==> config.mk <==
export PLATFORM = sky130hd
export DESIGN_NAME = pressure_sensor_compensation_core
export DESIGN_NICKNAME = d
export VERILOG_FILES = /design/src/hw/rtl/psc_pkg.sv /design/src/hw/rtl/psc_div.sv /design/src/hw/rtl/psc_front.sv /design/src/hw/rtl/psc_back.sv /design/src/hw/rtl/pressure_sensor_compensation_core.sv
export SDC_FILE = /design/constraint.sdc
export NUM_CORES = 2
export LEC_CHECK = 0
export BUFFER_PORTS_ARGS = -buffer_cell sky130_fd_sc_hd__buf_4
export CORE_MARGIN = 2
export CORE_UTILIZATION = 45
export CTS_CLUSTER_SIZE = 20
export DETAILED_ROUTE_END_ITERATION = 10
export PLACE_DENSITY_LB_ADDON = 0.08
export SLEW_MARGIN = 10
export SYNTH_ARGS = -nofsm -noshare
export SYNTH_HDL_FRONTEND = slang
export SYNTH_SLANG_ARGS = --single-unit
==> constraint.sdc <==
create_clock -name clk -period 27 [get_ports clk]
set_clock_uncertainty 0.2 [all_clocks]
set_input_delay 0 -clock clk [delete_from_list [all_inputs] [get_ports clk]]
set_output_delay 0 -clock clk [all_outputs]
set_load 0.05 [all_outputs]
==> src/hw/rtl/psc_pkg.sv <==
// Package for the pressure sensor compensation core.
// Holds the item codes, register indexes, shared structs and the 48-bit clamp.
// No dependencies.
`default_nettype none
package psc_pkg;

	localparam logic [1:0] KIND_CAL  = 2'd0;
	localparam logic [1:0] KIND_TEMP = 2'd1;
	localparam logic [1:0] KIND_PRES = 2'd2;

	localparam logic RES_TEMP = 1'b0;
	localparam logic RES_PRES = 1'b1;

	localparam logic CFG_TEMP_DIV = 1'b0;
	localparam logic CFG_PRES_DIV = 1'b1;

	localparam int CAL_BYTES = 18;
	localparam int DIV_W     = 50;
	localparam int DVS_W     = 31;

	localparam logic [22:0] TEMP_DIV_RESET = 23'd524288;
	localparam logic [22:0] PRES_DIV_RESET = 23'd1040384;

	// Reciprocal of 100 scaled by 2^32 and rounded up; exact for 26-bit dividends.
	localparam logic signed [31:0] FINAL_RECIP = 32'sd42949673;

	localparam logic signed [59:0] LIM48_HI = 60'sd140737488355327;
	localparam logic signed [59:0] LIM48_LO = -60'sd140737488355328;

	typedef struct packed {
		logic signed [11:0] c0;
		logic signed [11:0] c1;
		logic signed [19:0] c00;
		logic signed [19:0] c10;
		logic signed [15:0] c01;
		logic signed [15:0] c11;
		logic signed [15:0] c20;
		logic signed [15:0] c21;
		logic signed [15:0] c30;
	} coef_t;

	typedef struct packed {
		logic        is_pres;
		logic [23:0] raw;
	} cmd_t;

	typedef struct packed {
		logic               kind;
		logic signed [15:0] temp;
		logic signed [15:0] pres;
		logic               sat;
	} res_t;

	typedef struct packed {
		logic               sat;
		logic signed [47:0] v;
	} clamp_t;

	function automatic clamp_t clamp48(input logic signed [59:0] x);
		clamp_t r;
		r.v   = x[47:0];
		r.sat = 1'b0;
		if (x > LIM48_HI) begin
			r.v   = LIM48_HI[47:0];
			r.sat = 1'b1;
		end else if (x < LIM48_LO) begin
			r.v   = LIM48_LO[47:0];
			r.sat = 1'b1;
		end
		return r;
	endfunction

endpackage
`default_nettype wire

==> src/hw/rtl/psc_div.sv <==
// Shared restoring divider, one quotient bit per cycle.
// Depends on psc_pkg.
`default_nettype none
module psc_div (
	input  wire logic                         clk,
	input  wire logic                         arst_n,
	input  wire logic                         start,
	input  wire logic [psc_pkg::DIV_W-1:0]    dividend,
	input  wire logic [psc_pkg::DVS_W-1:0]    divisor,
	output logic                              done,
	output logic [psc_pkg::DIV_W-1:0]         quotient
);
	import psc_pkg::*;

	logic [DVS_W:0]   rem_q;
	logic [DIV_W-1:0] quo_q;
	logic [DVS_W-1:0] dvs_q;
	logic [5:0]       cnt_q;
	logic             run_q;
	logic             done_q;
	logic [DVS_W:0]   trial;
	logic             fits;

	assign trial = {rem_q[DVS_W-1:0], quo_q[DIV_W-1]};
	assign fits  = trial >= {1'b0, dvs_q};

	always_ff @(posedge clk or negedge arst_n) begin
		if (!arst_n) begin
			run_q  <= 1'b0;
			done_q <= 1'b0;
			cnt_q  <= '0;
		end else begin
			done_q <= 1'b0;
			if (start) begin
				run_q <= 1'b1;
				cnt_q <= 6'(DIV_W - 1);
			end else if (run_q) begin
				cnt_q <= cnt_q - 6'd1;
				if (cnt_q == '0) begin
					run_q  <= 1'b0;
					done_q <= 1'b1;
				end
			end
		end
	end

	always_ff @(posedge clk) begin
		if (start) begin
			quo_q <= dividend;
			dvs_q <= divisor;
			rem_q <= '0;
		end else if (run_q) begin
			rem_q <= fits ? trial - {1'b0, dvs_q} : trial;
			quo_q <= {quo_q[DIV_W-2:0], fits};
		end
	end

	assign done     = done_q;
	assign quotient = quo_q;
endmodule
`default_nettype wire

==> src/hw/rtl/psc_front.sv <==
// Front end: accepts words, keeps the calibration bytes and queues samples.
// Depends on psc_pkg.
`default_nettype none
module psc_front (
	input  wire logic          clk,
	input  wire logic          arst_n,
	input  wire logic          push,
	input  wire logic [1:0]    kind,
	input  wire logic [4:0]    byte_index,
	input  wire logic [23:0]   raw_value,
	output logic               full,
	input  wire logic          back_idle,
	input  wire logic          cmd_pop,
	output logic               cmd_valid,
	output psc_pkg::cmd_t      cmd,
	output psc_pkg::coef_t     coef
);
	import psc_pkg::*;

	logic [7:0] cal_q [CAL_BYTES];
	cmd_t       q_mem [2];
	logic       wr_q;
	logic       rd_q;
	logic [1:0] cnt_q;
	logic       accept;
	logic       push_cmd;
	logic       cal_block;

	assign cal_block = (kind == KIND_CAL) && (cnt_q != 2'd0 || !back_idle);
	assign full      = (cnt_q == 2'd2) || cal_block;
	assign accept    = push && !full;
	assign push_cmd  = accept && (kind == KIND_TEMP || kind == KIND_PRES);

	always_ff @(posedge clk or negedge arst_n) begin
		if (!arst_n) begin
			for (int i = 0; i < CAL_BYTES; i++) begin
				cal_q[i] <= '0;
			end
		end else if (accept && kind == KIND_CAL) begin
			for (int i = 0; i < CAL_BYTES; i++) begin
				if (byte_index == 5'(i)) begin
					cal_q[i] <= raw_value[7:0];
				end
			end
		end
	end

	always_ff @(posedge clk or negedge arst_n) begin
		if (!arst_n) begin
			wr_q  <= 1'b0;
			rd_q  <= 1'b0;
			cnt_q <= '0;
		end else begin
			if (push_cmd) begin
				wr_q <= !wr_q;
			end
			if (cmd_pop) begin
				rd_q <= !rd_q;
			end
			cnt_q <= cnt_q + 2'(push_cmd) - 2'(cmd_pop);
		end
	end

	always_ff @(posedge clk) begin
		if (push_cmd) begin
			q_mem[wr_q] <= '{is_pres: (kind == KIND_PRES), raw: raw_value};
		end
	end

	assign cmd_valid = cnt_q != 2'd0;
	assign cmd       = q_mem[rd_q];

	assign coef.c0  = {cal_q[0], cal_q[1][7:4]};
	assign coef.c1  = {cal_q[1][3:0], cal_q[2]};
	assign coef.c00 = {cal_q[3], cal_q[4], cal_q[5][7:4]};
	assign coef.c10 = {cal_q[5][3:0], cal_q[6], cal_q[7]};
	assign coef.c01 = {cal_q[8], cal_q[9]};
	assign coef.c11 = {cal_q[10], cal_q[11]};
	assign coef.c20 = {cal_q[12], cal_q[13]};
	assign coef.c21 = {cal_q[14], cal_q[15]};
	assign coef.c30 = {cal_q[16], cal_q[17]};
endmodule
`default_nettype wire

==> src/hw/rtl/psc_back.sv <==
// Back end: sequencer that scales samples and evaluates the compensation
// polynomials on one shared multiplier and the shared divider. Depends on psc_pkg, psc_div.
`default_nettype none
module psc_back (
	input  wire logic          clk,
	input  wire logic          arst_n,
	input  wire logic          cmd_valid,
	input  psc_pkg::cmd_t      cmd,
	output logic               cmd_pop,
	input  psc_pkg::coef_t     coef,
	input  wire logic [22:0]   temp_div,
	input  wire logic [22:0]   pres_div,
	input  wire logic          out_ready,
	output logic               out_valid,
	output psc_pkg::res_t      res,
	output logic               idle
);
	import psc_pkg::*;

	typedef enum logic [6:0] {
		ST_IDLE = 7'b0000001,
		ST_SDIV = 7'b0000010,
		ST_TMUL = 7'b0000100,
		ST_TFIN = 7'b0001000,
		ST_PMUL = 7'b0010000,
		ST_PACC = 7'b0100000,
		ST_OUT  = 7'b1000000
	} state_t;

	state_t             state_q;
	logic               is_pres_q;
	logic               neg_q;
	logic               sat_q;
	logic [3:0]         k_q;
	logic signed [31:0] st_q;
	logic signed [31:0] sp_q;
	logic signed [47:0] h_q;
	logic signed [47:0] g_q;
	logic signed [33:0] t_q;
	logic signed [57:0] prod_q;
	res_t               res_q;

	logic               div_start;
	logic [DIV_W-1:0]   div_dividend;
	logic [DVS_W-1:0]   div_divisor;
	logic               div_done;
	logic [DIV_W-1:0]   div_quo;

	logic signed [25:0] mul_a;
	logic signed [31:0] mul_b;
	logic signed [57:0] mul_p;

	logic signed [31:0] sc_val;
	logic               sc_sat;
	logic signed [15:0] fin_val;
	logic               fin_sat;
	logic [25:0]        fq;
	logic [23:0]        raw_mag;
	logic [22:0]        sel_div;
	logic signed [59:0] prod60;
	logic signed [59:0] sum_pt;
	clamp_t             r1;
	clamp_t             r2;
	logic signed [49:0] total;
	logic [DIV_W-1:0]   tot_mag;
	logic signed [57:0] tv;
	logic signed [41:0] tq;
	logic signed [15:0] t_res;
	logic               t_sat;

	psc_div u_div (
		.clk      (clk),
		.arst_n   (arst_n),
		.start    (div_start),
		.dividend (div_dividend),
		.divisor  (div_divisor),
		.done     (div_done),
		.quotient (div_quo)
	);

	assign mul_p  = mul_a * mul_b;
	assign prod60 = 60'(prod_q);
	assign sum_pt = prod60 + 60'(t_q);
	assign fq     = prod_q[57:32];

	always_comb begin
		mul_a = 26'(coef.c30);
		mul_b = sp_q;
		if (state_q == ST_TMUL) begin
			mul_a = 26'(coef.c1);
			mul_b = st_q;
		end else begin
			case (k_q)
				4'd0: mul_a = 26'(coef.c30);
				4'd1, 4'd3: mul_a = {2'b00, h_q[23:0]};
				4'd2, 4'd4: mul_a = 26'($signed(h_q[47:24]));
				4'd5: mul_a = 26'(coef.c21);
				4'd6, 4'd8: mul_a = {2'b00, g_q[23:0]};
				4'd7, 4'd9: mul_a = 26'($signed(g_q[47:24]));
				4'd11: mul_a = t_q[25:0];
				default: mul_a = 26'(coef.c01);
			endcase
			if (k_q == 4'd11) begin
				mul_b = FINAL_RECIP;
			end else if (k_q >= 4'd8) begin
				mul_b = st_q;
			end
		end
	end

	always_comb begin
		r1 = clamp48(prod60);
		r2 = r1;
		case (k_q)
			4'd0: r1 = clamp48((60'(coef.c20) <<< 24) + prod60);
			4'd2: begin
				r2 = clamp48(sum_pt);
				r1 = clamp48((60'(coef.c10) <<< 24) + 60'(r2.v));
			end
			4'd4: begin
				r2 = clamp48(sum_pt);
				r1 = clamp48((60'(coef.c00) <<< 24) + 60'(r2.v));
			end
			4'd5: r1 = clamp48((60'(coef.c11) <<< 24) + prod60);
			4'd7, 4'd9: r1 = clamp48(sum_pt);
			default: r1 = clamp48(prod60);
		endcase
		total   = 50'(h_q) + 50'(r1.v) + 50'(g_q);
		tot_mag = total[49] ? 50'(-total) : 50'(total);
	end

	always_comb begin
		raw_mag      = cmd.raw[23] ? 24'(-cmd.raw) : cmd.raw;
		sel_div      = cmd.is_pres ? pres_div : temp_div;
		div_start    = (state_q == ST_IDLE) && cmd_valid;
		div_dividend = {2'b00, raw_mag, 24'd0};
		div_divisor  = (sel_div == '0) ? 31'd1 : 31'(sel_div);
	end

	always_comb begin
		sc_sat  = 1'b0;
		fin_sat = 1'b0;
		if (neg_q) begin
			if (div_quo > 50'h80000000) begin
				sc_val = 32'sh80000000;
				sc_sat = 1'b1;
			end else begin
				sc_val = -$signed(div_quo[31:0]);
			end
			if (fq > 26'd32768) begin
				fin_val = -16'sd32768;
				fin_sat = 1'b1;
			end else begin
				fin_val = -$signed(fq[15:0]);
			end
		end else begin
			if (div_quo > 50'h7FFFFFFF) begin
				sc_val = 32'sh7FFFFFFF;
				sc_sat = 1'b1;
			end else begin
				sc_val = $signed(div_quo[31:0]);
			end
			if (fq > 26'd32767) begin
				fin_val = 16'sd32767;
				fin_sat = 1'b1;
			end else begin
				fin_val = $signed(fq[15:0]);
			end
		end
	end

	always_comb begin
		tv    = (58'(coef.c0) <<< 23) + prod_q;
		tq    = tv[57:16];
		t_sat = 1'b0;
		t_res = tq[15:0];
		if (tq > 42'sd32767) begin
			t_res = 16'sd32767;
			t_sat = 1'b1;
		end else if (tq < -42'sd32768) begin
			t_res = -16'sd32768;
			t_sat = 1'b1;
		end
	end

	always_ff @(posedge clk or negedge arst_n) begin
		if (!arst_n) begin
			state_q <= ST_IDLE;
			k_q     <= '0;
			st_q    <= '0;
		end else begin
			case (state_q)
				ST_IDLE: begin
					if (cmd_valid) begin
						state_q <= ST_SDIV;
					end
				end
				ST_SDIV: begin
					if (div_done) begin
						k_q <= '0;
						if (is_pres_q) begin
							state_q <= ST_PMUL;
						end else begin
							st_q    <= sc_val;
							state_q <= ST_TMUL;
						end
					end
				end
				ST_TMUL: state_q <= ST_TFIN;
				ST_TFIN: state_q <= ST_OUT;
				ST_PMUL: state_q <= ST_PACC;
				ST_PACC: begin
					if (k_q == 4'd11) begin
						state_q <= ST_OUT;
					end else begin
						k_q     <= k_q + 4'd1;
						state_q <= ST_PMUL;
					end
				end
				ST_OUT: begin
					if (out_ready) begin
						state_q <= ST_IDLE;
					end
				end
				default: state_q <= ST_IDLE;
			endcase
		end
	end

	always_ff @(posedge clk) begin
		case (state_q)
			ST_IDLE: begin
				is_pres_q <= cmd.is_pres;
				neg_q     <= cmd.raw[23];
				sat_q     <= 1'b0;
			end
			ST_SDIV: begin
				if (div_done) begin
					sat_q <= sat_q | sc_sat;
					sp_q  <= sc_val;
					h_q   <= '0;
					g_q   <= '0;
				end
			end
			ST_TMUL, ST_PMUL: prod_q <= mul_p;
			ST_TFIN: begin
				res_q <= '{kind: RES_TEMP, temp: t_res, pres: 16'sd0, sat: sat_q | t_sat};
			end
			ST_PACC: begin
				case (k_q)
					4'd0: begin
						h_q   <= r1.v;
						sat_q <= sat_q | r1.sat;
					end
					4'd2, 4'd4: begin
						h_q   <= r1.v;
						sat_q <= sat_q | r1.sat | r2.sat;
					end
					4'd5, 4'd7, 4'd9: begin
						g_q   <= r1.v;
						sat_q <= sat_q | r1.sat;
					end
					4'd10: begin
						neg_q <= total[49];
						sat_q <= sat_q | r1.sat;
						t_q   <= 34'(tot_mag[49:24]);
					end
					4'd11: begin
						res_q <= '{kind: RES_PRES, temp: 16'sd0, pres: fin_val,
							sat: sat_q | fin_sat};
					end
					default: t_q <= 34'(prod_q >>> 24);
				endcase
			end
			default: ;
		endcase
	end

	assign cmd_pop   = (state_q == ST_IDLE) && cmd_valid;
	assign out_valid = state_q == ST_OUT;
	assign res       = res_q;
	assign idle      = state_q == ST_IDLE;
endmodule
`default_nettype wire

==> src/hw/rtl/pressure_sensor_compensation_core.sv <==
// Top level of the pressure sensor compensation core.
// Holds the divisor registers and the result register; depends on psc_pkg,
// psc_front and psc_back.
//
// Usage: input words enter through push/full. A calibration word with a byte
// index below 18 stores one byte; a temperature or pressure sample word yields
// one result word, read through empty/pop in arrival order. Configuration
// writes use cfg_valid / cfg_ready (always ready); they are to be made only
// while the core is idle, and the core itself does not enforce this.
// Each sample is first scaled by the one-bit-per-cycle divider and, for
// pressure, then taken through twelve steps on one multiplier, each a multiply
// state and an accumulate state, the last a reciprocal multiply for the
// division by 100.
// Samples are worked one at a time; two may wait in the queue between the
// front and back ends. A calibration word is held off (full high) until all
// earlier samples have been worked. When the receiver stalls, one result is
// held on the result ports and the sequencer waits with the next one.
// Reset clears the calibration bytes, the stored temperature and the queues,
// and sets the divisor registers to their default values.
`default_nettype none
module pressure_sensor_compensation_core (
	input  wire logic               clk,
	input  wire logic               arst_n,
	input  wire logic               push,
	output logic                    full,
	input  wire logic [1:0]         kind,
	input  wire logic [4:0]         byte_index,
	input  wire logic [23:0]        raw_value,
	output logic                    empty,
	input  wire logic               pop,
	output logic                    result_kind,
	output logic signed [15:0]      temperature_q8,
	output logic signed [15:0]      pressure_hpa,
	output logic                    saturated,
	input  wire logic               cfg_valid,
	output logic                    cfg_ready,
	input  wire logic               cfg_index,
	input  wire logic [22:0]        cfg_data
);
	import psc_pkg::*;

	logic [22:0] temp_div_q;
	logic [22:0] pres_div_q;
	res_t        out_q;
	logic        valid_q;
	logic        back_idle;
	logic        cmd_pop;
	logic        cmd_valid;
	cmd_t        cmd;
	coef_t       coef;
	logic        out_ready;
	logic        back_valid;
	res_t        back_res;

	assign cfg_ready = 1'b1;

	always_ff @(posedge clk or negedge arst_n) begin
		if (!arst_n) begin
			temp_div_q <= TEMP_DIV_RESET;
			pres_div_q <= PRES_DIV_RESET;
		end else if (cfg_valid) begin
			case (cfg_index)
				CFG_TEMP_DIV: temp_div_q <= cfg_data;
				CFG_PRES_DIV: pres_div_q <= cfg_data;
				default: ;
			endcase
		end
	end

	psc_front u_front (
		.clk        (clk),
		.arst_n     (arst_n),
		.push       (push),
		.kind       (kind),
		.byte_index (byte_index),
		.raw_value  (raw_value),
		.full       (full),
		.back_idle  (back_idle),
		.cmd_pop    (cmd_pop),
		.cmd_valid  (cmd_valid),
		.cmd        (cmd),
		.coef       (coef)
	);

	psc_back u_back (
		.clk       (clk),
		.arst_n    (arst_n),
		.cmd_valid (cmd_valid),
		.cmd       (cmd),
		.cmd_pop   (cmd_pop),
		.coef      (coef),
		.temp_div  (temp_div_q),
		.pres_div  (pres_div_q),
		.out_ready (out_ready),
		.out_valid (back_valid),
		.res       (back_res),
		.idle      (back_idle)
	);

	assign out_ready = !valid_q || pop;

	always_ff @(posedge clk or negedge arst_n) begin
		if (!arst_n) begin
			valid_q <= 1'b0;
		end else if (out_ready) begin
			valid_q <= back_valid;
		end
	end

	always_ff @(posedge clk) begin
		if (out_ready && back_valid) begin
			out_q <= back_res;
		end
	end

	assign empty          = !valid_q;
	assign result_kind    = out_q.kind;
	assign temperature_q8 = out_q.temp;
	assign pressure_hpa   = out_q.pres;
	assign saturated      = out_q.sat;
endmodule
`default_nettype wire

After elaboration in Yosys (flattened, before gate mapping)
Memories as Yosys holds them, arrays and structs flattened.
Cells that the tools add are included.
{"block": "op_classes", "n_mux": 75, "magnitude_cmp": 20, "n_addsub": 17, "n_mul": 1, "n_eq_ne": 47, "n_reduce_logical": 65, "bitwise_logic": 8}
{"cell": "49-bit 2-to-1 mux", "n": 14}
{"cell": "60-bit by 48-bit greater-than comparator with 1-bit output, second input constant", "n": 5}
{"cell": "60-bit by 48-bit < comparator with 1-bit output, second input constant", "n": 5}
{"cell": "49-bit one-hot mux with 5 select lines", "n": 1}
{"cell": "48-bit 2-to-1 mux", "n": 5}
{"cell": "32-bit 2-to-1 mux", "n": 6}
{"cell": "48-bit one-hot mux with 2 select lines", "n": 2}
{"cell": "26-bit one-hot mux with 7 select lines", "n": 1}
{"cell": "34-bit one-hot mux with 2 select lines", "n": 2}
{"cell": "40-bit by 58-bit adder with 59-bit output", "n": 2}
{"cell": "44-bit by 48-bit adder with 49-bit output", "n": 2}
{"cell": "49-bit one-hot mux with 2 select lines", "n": 1}
{"cell": "16-bit 2-to-1 mux", "n": 5}
{"cell": "58-bit by 34-bit adder with 59-bit output", "n": 1}
{"cell": "35-bit by 58-bit adder with 58-bit output", "n": 1}
{"cell": "58-bit by 48-bit greater-than comparator with 1-bit output, second input constant", "n": 1}
{"cell": "58-bit by 48-bit < comparator with 1-bit output, second input constant", "n": 1}
{"cell": "26-bit by 32-bit multiplier with 58-bit output", "n": 1}
{"cell": "49-bit by 48-bit adder with 50-bit output", "n": 1}
{"cell": "50-bit by 31-bit greater-than comparator with 1-bit output, second input constant", "n": 1}
{"cell": "50-bit by 32-bit greater-than comparator with 1-bit output, second input constant", "n": 1}
{"cell": "50-bit 2-to-1 mux", "n": 1}
{"cell": "50-bit negator", "n": 1}
{"cell": "48-bit by 48-bit adder with 49-bit output", "n": 1}
{"cell": "67 further kinds", "n": 171}
{"block": "word_totals", "n_memories": 1, "in_bits": 60, "register_bits": 649, "wordCells": 285, "output_inout_bits": 37, "ramBits": 50}
{"name": "u_front.q_mem", "depth": 2, "word_bits": 25, "read_ports": 1, "rd_clocked_by_memory_dff": 0, "write_ports": 1, "line": "psc_front.sv:21", "rtl": "cmd_t q_mem [2];"}

Depth between registers and ports, before layout
{"block": "logic_depth", "depth_word": 15, "ltp_mapped": 48, "depth_no_buf": 44}

Hierarchy
A second synthesis with hierarchy kept.
{"block": "unflattened", "hier_cells": 8441, "hier_area_um2": 79342.3}
{"mod": "psc_back", "cells_per_inst": 7262, "seq_area_each_um2": 8794.7, "instances": 1, "area_each_um2": 62316.0}
{"mod": "psc_front", "cells_per_inst": 439, "seq_area_each_um2": 5205.0, "instances": 1, "area_each_um2": 7668.6}
{"mod": "psc_div", "cells_per_inst": 600, "seq_area_each_um2": 3253.1, "instances": 1, "area_each_um2": 6508.7}
{"mod": "pressure_sensor_compensation_core", "cells_per_inst": 140, "seq_area_each_um2": 2207.1, "instances": 1, "area_each_um2": 2849.0}

Worst setup path before layout
No wires, ideal clock.
{"block": "synth_timing", "path_kind": "register -> register", "from": "register u_back.prod_q[0]", "to": "register u_back.t_q[23] (data pin)", "period_less_slack_ps": 11744, "path_stages_with_launch": 46, "path_slack_ps": 15256, "arrival_time_ps": 11284, "setup_time_ps": 260, "required_time_ps": 26540, "cell_sequence": "edfxtp_1 ha_1 fa_1 a211oi_1 o21ai_0 a211oi_1 nor3_1 a211oi_1 or3_1 nand3_1 nor4b_1 and4b_1 buf_2 nor2_1 o21ai_0 ha_1 a211oi_1 o21ai_0 [... 10 more ...] o211ai_1 fa_1 inv_1 ha_1 fa_1 a211oi_1 o21a_1 a211oi_1 a21o_1 a211oi_1 xor2_1 o21ai_0 nor4_1 nand4_1 nor4_4 a41oi_1 xnor2_1 mux2_2"}
{"block": "synth_via", "elab_chain_len": 15, "word_cells_on_any_way": 37}
{"element": "start: declaration", "line": "psc_back.sv:40", "rtl": "logic signed [57:0] prod_q;"}
{"element": "start signal: assignment", "line": "psc_back.sv:245", "rtl": "ST_TMUL, ST_PMUL: prod_q <= mul_p;"}
{"element": "58-bit by 34-bit adder with 59-bit output", "line": "psc_back.sv:83", "rtl": "assign sum_pt = prod60 + 60'(t_q);"}
{"element": "60-bit by 48-bit < comparator with 1-bit output", "line": "psc_pkg.sv:66", "rtl": "end else if (x < LIM48_LO) begin"}
{"element": "49-bit 2-to-1 mux", "line": "psc_pkg.sv:66"}
{"element": "49-bit 2-to-1 mux", "line": "psc_pkg.sv:63", "rtl": "if (x > LIM48_HI) begin"}
{"element": "49-bit 2-to-1 mux", "line": "psc_back.sv:114", "rtl": "case (k_q)"}
{"element": "44-bit by 48-bit adder with 49-bit output (on tied branches)", "line": "psc_back.sv:122, psc_back.sv:118"}
{"element": "60-bit by 48-bit < comparator with 1-bit output", "line": "psc_pkg.sv:66"}
{"element": "49-bit 2-to-1 mux", "line": "psc_pkg.sv:66"}
{"element": "49-bit 2-to-1 mux", "line": "psc_pkg.sv:63"}
{"element": "49-bit one-hot mux with 5 select lines (*)", "line": "psc_back.sv:114"}
{"element": "48-bit by 48-bit adder with 49-bit output (*)", "line": "psc_back.sv:128", "rtl": "total = 50'(h_q) + 50'(r1.v) + 50'(g_q);"}
{"element": "49-bit by 48-bit adder with 50-bit output (*)", "line": "psc_back.sv:128"}
{"element": "50-bit negator", "line": "psc_back.sv:129", "rtl": "tot_mag = total[49] ? 50'(-total) : 50'(total);"}
{"element": "50-bit 2-to-1 mux (*)", "line": "psc_back.sv:129"}
{"element": "34-bit one-hot mux with 2 select lines (*)", "line": "psc_back.sv:250", "rtl": "case (k_q)"}
{"element": "end signal: assignment", "line": "psc_back.sv:266", "rtl": "t_q <= 34'(tot_mag[49:24]);"}
{"element": "end signal: assignment", "line": "psc_back.sv:272", "rtl": "default: t_q <= 34'(prod_q >>> 24);"}
{"element": "end: declaration", "line": "psc_back.sv:39", "rtl": "logic signed [33:0] t_q;"}
Every way passes the cells marked *; elsewhere a longest branch is shown, timed or not. The select of a mux whose other input is x is not followed.
A chain may end at the register's enable or synchronous reset.

Final worst setup path
Ends and elaborated chain as after synthesis.

==> run metrics <==
EDFF count, synth 388; Synthesis Warnings 0; Final setup viols 0; r2r endpoint u_back.t_q[23]; most frequent cells in the layout inv_1, nand2_1, fa_1, nor2_1, ha_1; Sum Neg Setup Slack 0 ns; Clock Path Buffers 3; # resized after CTS 0; Final min period approximately 16 ns; multi-input combinational cell area 53500 sq um; Slew Limit Fails 0; R2R Setup Slk 10.80 ns; register area 19000 sq um; DRT Wirelength 285000 um; most used flip-flop cell after synthesis edfxtp_1; Hold Fails Final Rpt 0; Worst Setup End Kind flip-flop; ys async rst share 0.356; num rows 152; CTS tree built; Max-slew headroom 0.121; WHS Endpoint u_front.wr_q; R2R Path Start u_back.prod_q[0]; filler cell count 16330; clock sink count 691; via count about 64000; type of origin of the critical path flip-flop; hold path startpoint push; initial DRC count 5847; vias in the first global route 64180; wire length per cell between 20 and 30 um; Die Y 420 um; I/O pin count 97; cells after synthesis 8430; commonest non-fill, non-tap cell in the layout inv_1; effective utilization at floorplan 0.454; share of post-route cells with drive strength above 1 0.0971; hold depth 4; TritonRoute pass-1 iters 6; Vias/cell a little under 6; Worst Tran Pin Value ~1.3 ns; die area 177000 sq um; CP bufs+invs 3; Port Buffers 95; Yosys reg bits 691; H-tree lvl count 3; Synthesized Nets 9852; initial antenna violation count 17; Fmax between 0.06 and 0.07 GHz; Max FO, Critical Path 23; number of distinct library cells after synthesis 114; Critical Path RT 27.22 ns; CP max stage delay roughly 1.1 ns; die width approximately 420 um; synthesized cell area about 78000 sq um; stages on the worst setup path 44; sequential share of the synthesized area 0.243; Tcrit/Tclk final 0.600; CTS buffer count 83; clock slew seen by the registers of the worst setup and hold paths 0.06 ns; Antenna Violating Nets Remaining 0; family with the most delay on the worst path compound AO/OA/AOI/OAI gates; Area growth syn-to-layout 9.86%; total gr overflow 0; slowest CP cell nor4b_1; gpl congestion 1.03; RSZ-0062 raised after global routing no; crit-path most repeated cell a211oi_1; largest net degree at the start of global routing 85; Worst Hold Class input port to flip-flop; status completed; critical path arrival 16.42 ns; R2R depth 44; Final nets 9919; Global Route Usage Sum 0.324; worst-skew pair later-pin latency 0.74 ns; DR DRC count 0; Max-Cap Viols 0; Post-DP HPWL 219000 um; critical path type flip-flop to flip-flop; Post-Syn Area per Cell 9.25 sq um; first-pass GRT wire length 424000 um; Root Driver clkbuf_16; Core Region between 150000 and 200000 sq um
[worst min-delay path: stages]
cell	delay (ns)
dlygate4sd3_1	0.54
buf_4	0.14
nand3_1	0.18
xnor2_1	0.09
[per-stage QoR]
step | hold slack [ns] | instance area (sq um) | instances | utilization | worst slack, ns
floorplan | -0.496 | 78000 | 8430 | - | 15.26
global placement | -0.150 | 81700 | 10614 | 0.475 | 11.39
detailed placement | -0.138 | 81700 | 10614 | 0.475 | 11.23
CTS | 0.0250 | 85600 | 10878 | 0.498 | 11.12
global route | 0.0571 | 85700 | 10881 | 0.498 | 9.93
finish | 0.0609 | 85700 | 10883 | 0.498 | 10.80
[registers in the layout (all words and copies together) (netlist names), 2 cells and up]
signal / flops
u_back.u_div.rem_q: 31
u_back.g_q: 48
u_back.prod_q: 58
u_back.k_q: 4
u_back.u_div.cnt_q: 6
u_back.h_q: 48
u_front.q_mem: 50
pres_div_q: 23
u_back.u_div.quotient: 50
temperature_q8: 16
u_back.res: 34
u_back.u_div.dvs_q: 23
u_front.cnt_q: 2
u_back.sp_q: 32
temp_div_q: 23
u_back.t_q: 34
pressure_hpa: 16
u_front.coef: 144
u_back.st_q: 32
u_back.state_q: 7
[layout make-up]
class,instances,share of cell area
multi-input combinational,6207,0.625
sequential,691,0.221
inverter,1142,0.0500
timing repair buffer,372,0.0361
tap,2310,0.0337
clock buffer,112,0.0266
clock inverter,44,0.00703
antenna,5,0.000146
[per-layer routing]
metal	vias up	wire [um]	track usage
met1	32646	121000	0.438
met3	468	19200	0.0493
met5	-	45	0
met2	2217	132000	0.522
met4	6	13000	0.130
li1	28722	-	-
[worst max path at each step]
stage,from,to
final,u_back.prod_q[0],u_back.t_q[23]
after global routing,u_back.prod_q[0],u_back.t_q[23]
after CTS,u_back.prod_q[0],u_back.t_q[23]
after detailed placement,u_back.prod_q[0],u_back.t_q[23]
after global placement,u_back.prod_q[0],u_back.t_q[23]
after floorplan,u_back.prod_q[0],u_back.t_q[23]
[cells by family (layout without fill, tap and decap cells)]
kind of cell / Yosys count / after routing / share of synthesized area
simple gates: 2482 / 2482 / 0.146
compound gates: 1680 / 1680 / 0.143
buf+inv: 1532 / 1670 / 0.0754
fa+ha+maj: 1362 / 1362 / 0.306
flops: 691 / 691 / 0.243
xor+xnor: 349 / 349 / 0.0392
mux: 333 / 333 / 0.0469
other cells: 1 / 6 / 0.0000481
[cell usage after synthesis, types with 25 or more instances]
cell      instances  area share
a211oi_1         48      0.0046
a21o_1          153       0.015
a21oi_1         442       0.028
a221oi_1         34      0.0038
a222oi_1         25      0.0032
a31oi_1          80      0.0064
and2_1           83      0.0067
and3_1           76      0.0061
buf_1            38      0.0018
clkbuf_1        321       0.015
dfrtp_1         237       0.076
dfxtp_1          57       0.015
edfxtp_1        388        0.15
fa_1            910        0.23
ha_1            452       0.073
inv_1          1142       0.055
mux2_2          258       0.037
mux2i_1          75      0.0096
nand2_1        1048       0.050
nand2b_1         62      0.0050
nand3_1         130      0.0083
nand4_1         101      0.0081
nor2_1          562       0.027
nor2b_1          41      0.0033
nor3_1          128      0.0082
nor4_1           39      0.0031
o211a_1          33      0.0042
o211ai_1         58      0.0056
o21a_1           78      0.0075
o21ai_0         344       0.022
o21bai_1         42      0.0040
o22ai_1          28      0.0022
o31ai_1          35      0.0034
or2_2            54      0.0043
or3_1            43      0.0035
xnor2_1         211       0.024
xor2_1          138       0.016
[repair_timing]
action	4_1_cts	5_1_grt
buffers inserted	0	0
hold endpoints to repair	538	0
hold buffers	108	0
Power is left out: the tool's default activity adds up to more than one toggle a clock period on the data nets, which glitch-free logic cannot reach.
